[config.mk]
export PLATFORM = sky130hd
export DESIGN_NAME = tiled_karatsuba_multiplier
export DESIGN_NICKNAME = d
export VERILOG_FILES = /design/src/hw/rtl/tkm_pkg.sv /design/src/hw/rtl/tkm_split.sv /design/src/hw/rtl/tkm_mult.sv /design/src/hw/rtl/tkm_combine.sv /design/src/hw/rtl/tkm_final.sv /design/src/hw/rtl/tiled_karatsuba_multiplier.sv
export SDC_FILE = /design/constraint.sdc
export NUM_CORES = 2
export LEC_CHECK = 0
export BUFFER_PORTS_ARGS = -buffer_cell sky130_fd_sc_hd__buf_4
export CAP_MARGIN = 20
export CORE_MARGIN = 5
export CORE_UTILIZATION = 55
export DETAILED_ROUTE_END_ITERATION = 10
export PLACE_DENSITY_LB_ADDON = 0.05
export SLEW_MARGIN = 40
export SYNTH_ARGS = -nofsm -noshare
export SYNTH_HDL_FRONTEND = slang
export SYNTH_SLANG_ARGS = --single-unit
[constraint.sdc]
create_clock -name i_clk -period 21.3 [get_ports i_clk]
set_input_delay 2.13 -clock i_clk [delete_from_list [all_inputs] [get_ports i_clk]]
set_output_delay 2.13 -clock i_clk [all_outputs]
set_load 0.1 [all_outputs]
[src/hw/rtl/tkm_pkg.sv]
// Shared constants, types and helper functions of the tiled Karatsuba multiplier.
`default_nettype none
package tkm_pkg;

    localparam int TILE_X        = 8;
    localparam int TILE_Y        = 8;
    localparam int PATTERN_ORDER = 3;

    localparam int OP_W      = 32;
    localparam int PROD_W    = 64;
    localparam int NUM_TILES = PATTERN_ORDER + 1;
    localparam int NUM_PAIRS = NUM_TILES * (NUM_TILES - 1) / 2;

    localparam logic [OP_W-1:0] FULL_WORD_MASK = 32'hffffffff;

    function automatic int gcd_sub(input int a, input int b);
        int x;
        int y;
        x = a;
        y = b;
        while (x != y) begin
            if (x > y) begin
                x = x - y;
            end else begin
                y = y - x;
            end
        end
        return x;
    endfunction

    localparam int GCD_XY = gcd_sub(TILE_X, TILE_Y);
    localparam int PITCH  = (TILE_X / GCD_XY) * TILE_Y;

    localparam int DIAG_W = TILE_X + TILE_Y;
    localparam int DIFF_W = DIAG_W + 2;
    localparam int PAIR_W = DIAG_W + 1;

    typedef logic [NUM_TILES-1:0][TILE_X-1:0] t_tiles_x;
    typedef logic [NUM_TILES-1:0][TILE_Y-1:0] t_tiles_y;

    typedef struct packed {
        t_tiles_x                           a;
        t_tiles_y                           b;
        logic [NUM_PAIRS-1:0][TILE_X:0]     da;
        logic [NUM_PAIRS-1:0][TILE_Y:0]     db;
    } t_split;

    typedef struct packed {
        logic [NUM_TILES-1:0][DIAG_W-1:0]   diag;
        logic [NUM_PAIRS-1:0][DIFF_W-1:0]   dprod;
    } t_prods;

    typedef struct packed {
        logic [NUM_TILES-1:0][DIAG_W-1:0]   diag;
        logic [NUM_PAIRS-1:0][PAIR_W-1:0]   pair;
    } t_pairs;

    typedef struct packed {
        logic [PROD_W-1:0] diag_sum;
        logic [PROD_W-1:0] pair_sum;
    } t_partial;

    function automatic int pair_hi(input int p);
        int n;
        int res;
        n   = 0;
        res = 0;
        for (int i = 0; i < NUM_TILES; i++) begin
            for (int j = 0; j < i; j++) begin
                if (n == p) begin
                    res = i;
                end
                n++;
            end
        end
        return res;
    endfunction

    function automatic int pair_lo(input int p);
        int n;
        int res;
        n   = 0;
        res = 0;
        for (int i = 0; i < NUM_TILES; i++) begin
            for (int j = 0; j < i; j++) begin
                if (n == p) begin
                    res = j;
                end
                n++;
            end
        end
        return res;
    endfunction

    function automatic logic [TILE_X-1:0] tile_x(input logic [OP_W-1:0] word, input int idx);
        logic [OP_W-1:0]   w;
        logic [TILE_X-1:0] t;
        int                pos;
        w = word & FULL_WORD_MASK;
        t = '0;
        for (int k = 0; k < TILE_X; k++) begin
            pos = idx * PITCH + k;
            if (pos < OP_W) begin
                t[k] = w[pos];
            end
        end
        return t;
    endfunction

    function automatic logic [TILE_Y-1:0] tile_y(input logic [OP_W-1:0] word, input int idx);
        logic [OP_W-1:0]   w;
        logic [TILE_Y-1:0] t;
        int                pos;
        w = word & FULL_WORD_MASK;
        t = '0;
        for (int k = 0; k < TILE_Y; k++) begin
            pos = idx * PITCH + k;
            if (pos < OP_W) begin
                t[k] = w[pos];
            end
        end
        return t;
    endfunction

    function automatic logic [PROD_W-1:0] place(input logic [PROD_W-1:0] v, input int w);
        logic [PROD_W-1:0] r;
        if (w >= PROD_W) begin
            r = '0;
        end else begin
            r = v << w;
        end
        return r;
    endfunction

endpackage
`default_nettype wire

[src/hw/rtl/tkm_split.sv]
// Stage one: cut the operands into tiles and form the tile differences.
`default_nettype none
module tkm_split (
    input  wire logic                        i_clk,
    input  wire logic                        i_rst_n,
    input  wire logic                        i_valid,
    output      logic                        o_ready,
    input  wire logic [tkm_pkg::OP_W-1:0]    i_x_operand,
    input  wire logic [tkm_pkg::OP_W-1:0]    i_y_operand,
    output      logic                        o_valid,
    input  wire logic                        i_ready,
    output      tkm_pkg::t_split             o_data
);

    logic            r_vld;
    tkm_pkg::t_split r_data;
    tkm_pkg::t_split n_data;

    assign o_ready = !r_vld || i_ready;
    assign o_valid = r_vld;
    assign o_data  = r_data;

    for (genvar t = 0; t < tkm_pkg::NUM_TILES; t++) begin : g_tile
        assign n_data.a[t] = tkm_pkg::tile_x(i_x_operand, t);
        assign n_data.b[t] = tkm_pkg::tile_y(i_y_operand, t);
    end

    for (genvar p = 0; p < tkm_pkg::NUM_PAIRS; p++) begin : g_diff
        localparam int HI = tkm_pkg::pair_hi(p);
        localparam int LO = tkm_pkg::pair_lo(p);
        assign n_data.da[p] = {1'b0, n_data.a[LO]} - {1'b0, n_data.a[HI]};
        assign n_data.db[p] = {1'b0, n_data.b[HI]} - {1'b0, n_data.b[LO]};
    end

    always_ff @(posedge i_clk) begin
        if (!i_rst_n) begin
            r_vld <= 1'b0;
        end else if (o_ready) begin
            r_vld <= i_valid;
        end
    end

    always_ff @(posedge i_clk) begin
        if (o_ready && i_valid) begin
            r_data <= n_data;
        end
    end

endmodule
`default_nettype wire

[src/hw/rtl/tkm_mult.sv]
// Stage two: diagonal tile products and signed difference products.
`default_nettype none
module tkm_mult (
    input  wire logic            i_clk,
    input  wire logic            i_rst_n,
    input  wire logic            i_valid,
    output      logic            o_ready,
    input  wire tkm_pkg::t_split i_data,
    output      logic            o_valid,
    input  wire logic            i_ready,
    output      tkm_pkg::t_prods o_data
);

    logic            r_vld;
    tkm_pkg::t_prods r_data;
    tkm_pkg::t_prods n_data;

    assign o_ready = !r_vld || i_ready;
    assign o_valid = r_vld;
    assign o_data  = r_data;

    for (genvar t = 0; t < tkm_pkg::NUM_TILES; t++) begin : g_diag
        assign n_data.diag[t] = tkm_pkg::DIAG_W'(i_data.a[t]) * tkm_pkg::DIAG_W'(i_data.b[t]);
    end

    for (genvar p = 0; p < tkm_pkg::NUM_PAIRS; p++) begin : g_dprod
        logic signed [tkm_pkg::TILE_X:0]   sa;
        logic signed [tkm_pkg::TILE_Y:0]   sb;
        logic signed [tkm_pkg::DIFF_W-1:0] sp;
        assign sa = $signed(i_data.da[p]);
        assign sb = $signed(i_data.db[p]);
        assign sp = tkm_pkg::DIFF_W'(sa) * tkm_pkg::DIFF_W'(sb);
        assign n_data.dprod[p] = $unsigned(sp);
    end

    always_ff @(posedge i_clk) begin
        if (!i_rst_n) begin
            r_vld <= 1'b0;
        end else if (o_ready) begin
            r_vld <= i_valid;
        end
    end

    always_ff @(posedge i_clk) begin
        if (o_ready && i_valid) begin
            r_data <= n_data;
        end
    end

endmodule
`default_nettype wire

[src/hw/rtl/tkm_combine.sv]
// Stages three and four: Karatsuba pair sums, then weighted partial sums.
`default_nettype none
module tkm_combine (
    input  wire logic              i_clk,
    input  wire logic              i_rst_n,
    input  wire logic              i_valid,
    output      logic              o_ready,
    input  wire tkm_pkg::t_prods   i_data,
    output      logic              o_valid,
    input  wire logic              i_ready,
    output      tkm_pkg::t_partial o_data
);

    logic              r_pair_vld;
    tkm_pkg::t_pairs   r_pair;
    tkm_pkg::t_pairs   n_pair;
    logic              pair_ready;

    logic              r_part_vld;
    tkm_pkg::t_partial r_part;
    tkm_pkg::t_partial n_part;

    assign pair_ready = !r_part_vld || i_ready;
    assign o_ready    = !r_pair_vld || pair_ready;
    assign o_valid    = r_part_vld;
    assign o_data     = r_part;

    assign n_pair.diag = i_data.diag;

    for (genvar p = 0; p < tkm_pkg::NUM_PAIRS; p++) begin : g_pair
        localparam int HI = tkm_pkg::pair_hi(p);
        localparam int LO = tkm_pkg::pair_lo(p);
        logic [tkm_pkg::DIFF_W-1:0] s;
        assign s = i_data.dprod[p]
                 + tkm_pkg::DIFF_W'(i_data.diag[LO])
                 + tkm_pkg::DIFF_W'(i_data.diag[HI]);
        assign n_pair.pair[p] = s[tkm_pkg::PAIR_W-1:0];
    end

    always_comb begin
        n_part.diag_sum = '0;
        for (int t = 0; t < tkm_pkg::NUM_TILES; t++) begin
            n_part.diag_sum = n_part.diag_sum
                + tkm_pkg::place(tkm_pkg::PROD_W'(r_pair.diag[t]), 2 * t * tkm_pkg::PITCH);
        end
        n_part.pair_sum = '0;
        for (int p = 0; p < tkm_pkg::NUM_PAIRS; p++) begin
            n_part.pair_sum = n_part.pair_sum
                + tkm_pkg::place(tkm_pkg::PROD_W'(r_pair.pair[p]),
                                 (tkm_pkg::pair_hi(p) + tkm_pkg::pair_lo(p)) * tkm_pkg::PITCH);
        end
    end

    always_ff @(posedge i_clk) begin
        if (!i_rst_n) begin
            r_pair_vld <= 1'b0;
            r_part_vld <= 1'b0;
        end else begin
            if (o_ready) begin
                r_pair_vld <= i_valid;
            end
            if (pair_ready) begin
                r_part_vld <= r_pair_vld;
            end
        end
    end

    always_ff @(posedge i_clk) begin
        if (o_ready && i_valid) begin
            r_pair <= n_pair;
        end
        if (pair_ready && r_pair_vld) begin
            r_part <= n_part;
        end
    end

endmodule
`default_nettype wire

[src/hw/rtl/tkm_final.sv]
// Stage five: final add of the partial sums into the output register.
`default_nettype none
module tkm_final (
    input  wire logic                       i_clk,
    input  wire logic                       i_rst_n,
    input  wire logic                       i_valid,
    output      logic                       o_ready,
    input  wire tkm_pkg::t_partial          i_data,
    output      logic                       o_valid,
    input  wire logic                       i_ready,
    output      logic [tkm_pkg::PROD_W-1:0] o_product
);

    logic                       r_vld;
    logic [tkm_pkg::PROD_W-1:0] r_product;
    logic [tkm_pkg::PROD_W-1:0] n_product;

    assign o_ready   = !r_vld || i_ready;
    assign o_valid   = r_vld;
    assign o_product = r_product;
    assign n_product = i_data.diag_sum + i_data.pair_sum;

    always_ff @(posedge i_clk) begin
        if (!i_rst_n) begin
            r_vld <= 1'b0;
        end else if (o_ready) begin
            r_vld <= i_valid;
        end
    end

    always_ff @(posedge i_clk) begin
        if (o_ready && i_valid) begin
            r_product <= n_product;
        end
    end

endmodule
`default_nettype wire

[src/hw/rtl/tiled_karatsuba_multiplier.sv]
// Top level of the tiled Karatsuba multiplier.
// The block takes one request of two 32-bit unsigned operands in every cycle while the output
// is not stalled and returns the 64-bit sum of the weighted tile products: tile split, tile
// multipliers, Karatsuba pair sums, weighted partial sums and the final add are five register
// stages, each holding its own valid bit. Back-pressure from i_ready propagates
// combinationally through the stage ready chain, so a stalled output holds every stage in place
// and a bubble in any stage is filled on the next cycle.
`default_nettype none
module tiled_karatsuba_multiplier (
    input  wire logic                       i_clk,
    input  wire logic                       i_rst_n,
    input  wire logic                       i_valid,
    output      logic                       o_ready,
    input  wire logic [tkm_pkg::OP_W-1:0]   i_x_operand,
    input  wire logic [tkm_pkg::OP_W-1:0]   i_y_operand,
    output      logic                       o_valid,
    input  wire logic                       i_ready,
    output      logic [tkm_pkg::PROD_W-1:0] o_product
);

    logic              split_valid;
    logic              split_ready;
    tkm_pkg::t_split   split_data;
    logic              mult_valid;
    logic              mult_ready;
    tkm_pkg::t_prods   mult_data;
    logic              comb_valid;
    logic              comb_ready;
    tkm_pkg::t_partial comb_data;

    tkm_split u_split (
        .i_clk       (i_clk),
        .i_rst_n     (i_rst_n),
        .i_valid     (i_valid),
        .o_ready     (o_ready),
        .i_x_operand (i_x_operand),
        .i_y_operand (i_y_operand),
        .o_valid     (split_valid),
        .i_ready     (split_ready),
        .o_data      (split_data)
    );

    tkm_mult u_mult (
        .i_clk   (i_clk),
        .i_rst_n (i_rst_n),
        .i_valid (split_valid),
        .o_ready (split_ready),
        .i_data  (split_data),
        .o_valid (mult_valid),
        .i_ready (mult_ready),
        .o_data  (mult_data)
    );

    tkm_combine u_combine (
        .i_clk   (i_clk),
        .i_rst_n (i_rst_n),
        .i_valid (mult_valid),
        .o_ready (mult_ready),
        .i_data  (mult_data),
        .o_valid (comb_valid),
        .i_ready (comb_ready),
        .o_data  (comb_data)
    );

    tkm_final u_final (
        .i_clk     (i_clk),
        .i_rst_n   (i_rst_n),
        .i_valid   (comb_valid),
        .o_ready   (comb_ready),
        .i_data    (comb_data),
        .o_valid   (o_valid),
        .i_ready   (i_ready),
        .o_product (o_product)
    );

endmodule
`default_nettype wire

After elaboration in Yosys (flattened, before gate mapping):

Index checks and enable logic that the tools add are counted.
Widths: inputs -> output; s select.

* register bits after elaboration: 701
* bits of input ports: 68
* logic and storage cells: 106

* add/subtract/negate cells: 33
* reduce and logical (&&, ||, !) cells: 15
* multiply operators: 10

Operator list (number)
* $add 17x16->17: 12
* $add 64x41->64: 2
* $add 64x64->64: 2
* $sub 8x8->9: 12
* $mul 9x9->17: 6
* $add 64x48->64: 1
* $add 64x49->64: 1
* $add 64x57->64: 1
* $mul 8x8->16: 4
* $add 25x33->34: 1
* $add 16x32->33: 1
* $logic_and 1x1->1: 5
* $logic_not 1->1: 5
* $logic_or 1x1->1: 5

Longest topological paths before layout:

* depth after elaboration: 7
* depth in mapped cells: 27

Modules after synthesis:

From an unflattened synthesis, not the netlist that was laid out.

* cells, all modules: 5794
* area, all modules: 64027.7 sq um

Modules (own cells, without submodules)
* tkm_mult: instances 1, cells an instance 3088, area an instance 31371.3 sq um, seq. area each 5185.0 sq um
* tkm_combine: instances 1, cells an instance 1402, area an instance 17809.6 sq um, seq. area each 8448.1 sq um
* tkm_split: instances 1, cells an instance 682, area an instance 9063.7 sq um, seq. area each 5185.0 sq um
* tkm_final: instances 1, cells an instance 622, area an instance 5783.0 sq um, seq. area each 1941.9 sq um

Worst setup path after synthesis:

Ideal clock, no wire load.

* kind: input -> register
* start point: in i_ready
* end point: reg u_mult.r_data, in the netlist u_mult.o_data[0], enable pin
* setup time: 945 ps
* path buffers: 1
* stages on the path: 4
* setup slack: 5862 ps
* arrival time: 14493 ps
* data required time: 20355 ps
* cell sequence: nor2b_1 -> and3_1 -> clkbuf_1 -> a21boi_0

* cells in the longest elaborated chain, start to end: 5

Ends and longest elaborated chain
* start: declaration: line tiled_karatsuba_multiplier.sv:17 `input wire logic i_ready,`
* $logic_or 1x1->1: line tkm_final.sv:18 `assign o_ready = !r_vld || i_ready;`
* $logic_or 1x1->1: line tkm_combine.sv:23 `assign pair_ready = !r_part_vld || i_ready;`
* $logic_or 1x1->1: line tkm_combine.sv:24 `assign o_ready = !r_pair_vld || pair_ready;`
* $logic_or 1x1->1: line tkm_mult.sv:18 `assign o_ready = !r_vld || i_ready;`
* $logic_and 1x1->1: line tkm_mult.sv:45 `if (o_ready && i_valid) begin`
* end signal: assignment: line tkm_mult.sv:46 `r_data <= n_data;`
* end: declaration: line tkm_mult.sv:15 `tkm_pkg::t_prods r_data;`

No other way between the ends.
A chain may end at the register's enable or synchronous reset.

==> results by group <==
Status
  – Outcome: complete, no violations

Placement
  – Post-DP HPWL: 116000 µm
  – Final GP Congestion: 0.919
  – Port bufs: 133

Logic synthesis
  – Number of synthesized flops with an enable pin: 682
  – Ys async rst share: 0%
  – Synth Net Count: 6708
  – Cells after Synth: 5303
  – Dominant synthesized flop cell: edfxtp_1
  – Syn. warnings: 0
  – Seq/Total Area, Yosys: 34.1%
  – Mapped Avg Cell Area: 11.4 µm²
  – Netlist Area Pre-Place: 0.0603 mm²
  – Post-synthesis register bit count: 687
  – Cell variety after synth: 75

Timing
  – Worst Max-Slew Pin Slew: 0.750 ns
  – Pins Over Slew Limit: 0
  – Crit path time final: 6.34 ns
  – Slew headroom: 50.0%
  – Setup TNS: 0 ns
  – Clock Skew: 0.0326 ns
  – FMAX: 158 MHz
  – Final hold violation count: 0
  – Fin crit share: 29.8%
  – RSZ-0062 raised after global routing: false
  – Final setup fails: 0

Drt
  – 1st-iter DRT viols: 2497
  – Via count: 37400
  – Via density: 5.40
  – WL final: 140000 µm
  – Routed len/inst: 20.3 µm
  – DRC viols: 0
  – Pre-Repair DR Iteration Count: 6
  – Post-DRT Antenna Nets: 0

Die
  – I/O Pins: 134
  – Core box area: 0.109 mm²
  – Die Span X: 341 µm
  – Core Rows: 121
  – Die ar.: 0.116 mm²
  – Initial Util: 55.4%
  – Die H: 341 µm

Setup path
  – Worst Setup End Kind: register
  – Worst path required time: 21.71 ns
  – Highest net fanout along the worst path: 3
  – CP Class: reg -> reg
  – CP startpoint kind: register
  – WP data arrival: 6.75 ns

GRT
  – GR Overflow Total: 0
  – First-pass GRT wire length: 223000 µm
  – Pin count of the biggest net entering global routing: 89
  – Initial antenna violation count: 9
  – Vias in the first global route: 38300
  – Total track usage: 24.9%

Run
  – Max-Cap Viols: 0

Clocking
  – CTS tree: built
  – Clock-pin slew on the worst setup and hold paths: 0.06 ns
  – CTS buffer count: 80
  – Clock Latency Late Sink: 0.67 ns
  – # hold bufs at CTS: 0
  – Clk root buf: clkbuf_16
  – Max clock buf depth: 3
  – CTS Sinks: 687
  – Post CTS Setup Buffer Count: 0
  – Post_cts resized: 0
  – CTS H-Tree Depth: 3

Layout
  – Layout area overhead: 8.84%
  – Layout cells sized above 1: 5.66%
  – Post-layout util: 60.3%
  – Most frequent cells in the layout: inv_1 (825), fa_1 (683), edfxtp_1 (682)
  – Commonest non-fill, non-tap cell in the layout: inv_1
  – Final #Nets: 6848

Worst hold path
  – Worst Hold Class: reg -> reg
-- final cells by class --
| type | count | area [µm²] |
|---|---|---|
| Timing Repair Buffer | 144 | 1150 |
| Sequential cell | 687 | 20600 |
| Clock inverter | 59 | 657 |
| Fill cell | 9023 | 43200 |
| Clock buffer | 89 | 2040 |
| Inverter | 825 | 3100 |
| Tap cell | 1414 | 1770 |
| Multi-Input combinational cell | 3705 | 36400 |
| Antenna cell | 2 | 5.00 |
-- synthesized netlist by cell type (42+ instances only) --
library cell	count	share of area [%]
a21o_1	135	1.7
a21oi_1	230	1.9
and2_1	358	3.7
clkbuf_1	78	0.49
edfxtp_1	682	34
fa_1	683	23
ha_1	654	14
inv_1	825	5.1
nand2_1	447	2.8
nand2b_1	94	0.97
nand3_1	60	0.50
nor2_1	124	0.77
nor2b_1	59	0.61
nor3_1	53	0.44
o21ai_0	117	0.97
o21bai_1	42	0.52
xnor2_1	286	4.2
xor2_1	115	1.7
-- cell families (layout without fill, tap and decap cells) --
kind of cell    after synthesis  in the layout  share of synthesized area [%]
compound gates              681            681                           7.27
xor+xnor                    401            401                           5.82
fa+ha+maj                  1337           1337                           36.2
buf+inv                     911           1117                           5.69
flops                       687            687                           34.1
other cells                   0              2                              0
simple gates               1286           1286                           10.9
-- layer usage --
layer | vias to the layer above | wire length [µm] | track usage (%)
li1 | 17900 | - | -
met1 | 18300 | 66000 | 37.1
met2 | 1013 | 61800 | 38.7
met3 | 202 | 8170 | 3.72
met4 | 4 | 4370 | 6.63
met5 | - | 26 | 0
-- critical path, cell delays in order (launching register included) --
cell       delay [ns]
edfxtp_1         0.33
ha_1             0.17
inv_1            0.06
fa_1             0.40
nor2b_1          0.12
o21ai_0          0.10
a21boi_0         0.24
o21ai_0          0.14
a21boi_0         0.26
o21ai_0          0.19
a21boi_0         0.25
o21ai_0          0.12
xor2_1           0.17
fa_1             0.48
inv_1            0.04
ha_1             0.26
ha_1             0.19
inv_1            0.08
fa_1             0.45
nor2b_1          0.19
o2111ai_1        0.18
and3_1           0.25
nor4_2           0.37
o41ai_2          0.17
o31ai_1          0.34
a211oi_1         0.18
nor3b_1          0.26
xor2_1           0.10
-- worst paths after layout --
check / endpoint / cells past startpoint / startpoint / slack [ns]
worst max-delay path: u_combine.o_data[52] / 27 / u_combine.r_pair[8] / 14.96
worst min-delay path: u_combine.o_data[90] / 0 / u_combine.r_pair[128] / 0.41
worst max register to register: u_combine.o_data[52] / 27 / u_combine.r_pair[8] / 14.96
worst min register to register: u_combine.o_data[90] / 0 / u_combine.r_pair[128] / 0.41
-- state kept, by name, indices dropped and copies added (netlist names) --
register	flops
u_combine.o_data	114
u_combine.o_valid	1
u_combine.r_pair	166
u_combine.r_pair_vld	1
u_final.o_product	64
u_final.o_valid	1
u_mult.o_data	166
u_mult.o_valid	1
u_split.o_data	172
u_split.o_valid	1
-- through the flow --
step	instances	hold WS (ns)	cell area, µm²	setup slack (ns)
after global placement	6772	0.402	62900	15.00
final	6925	0.406	65600	14.96
after detailed placement	6773	0.405	62900	14.93
after CTS	6921	0.398	65600	14.91
after floorplan	5303	0.400	60300	5.86
after global routing	6923	0.407	65600	14.45
Power is not shown: default switching activity piles up to over one toggle a cycle in this logic, so the estimate is an artifact.
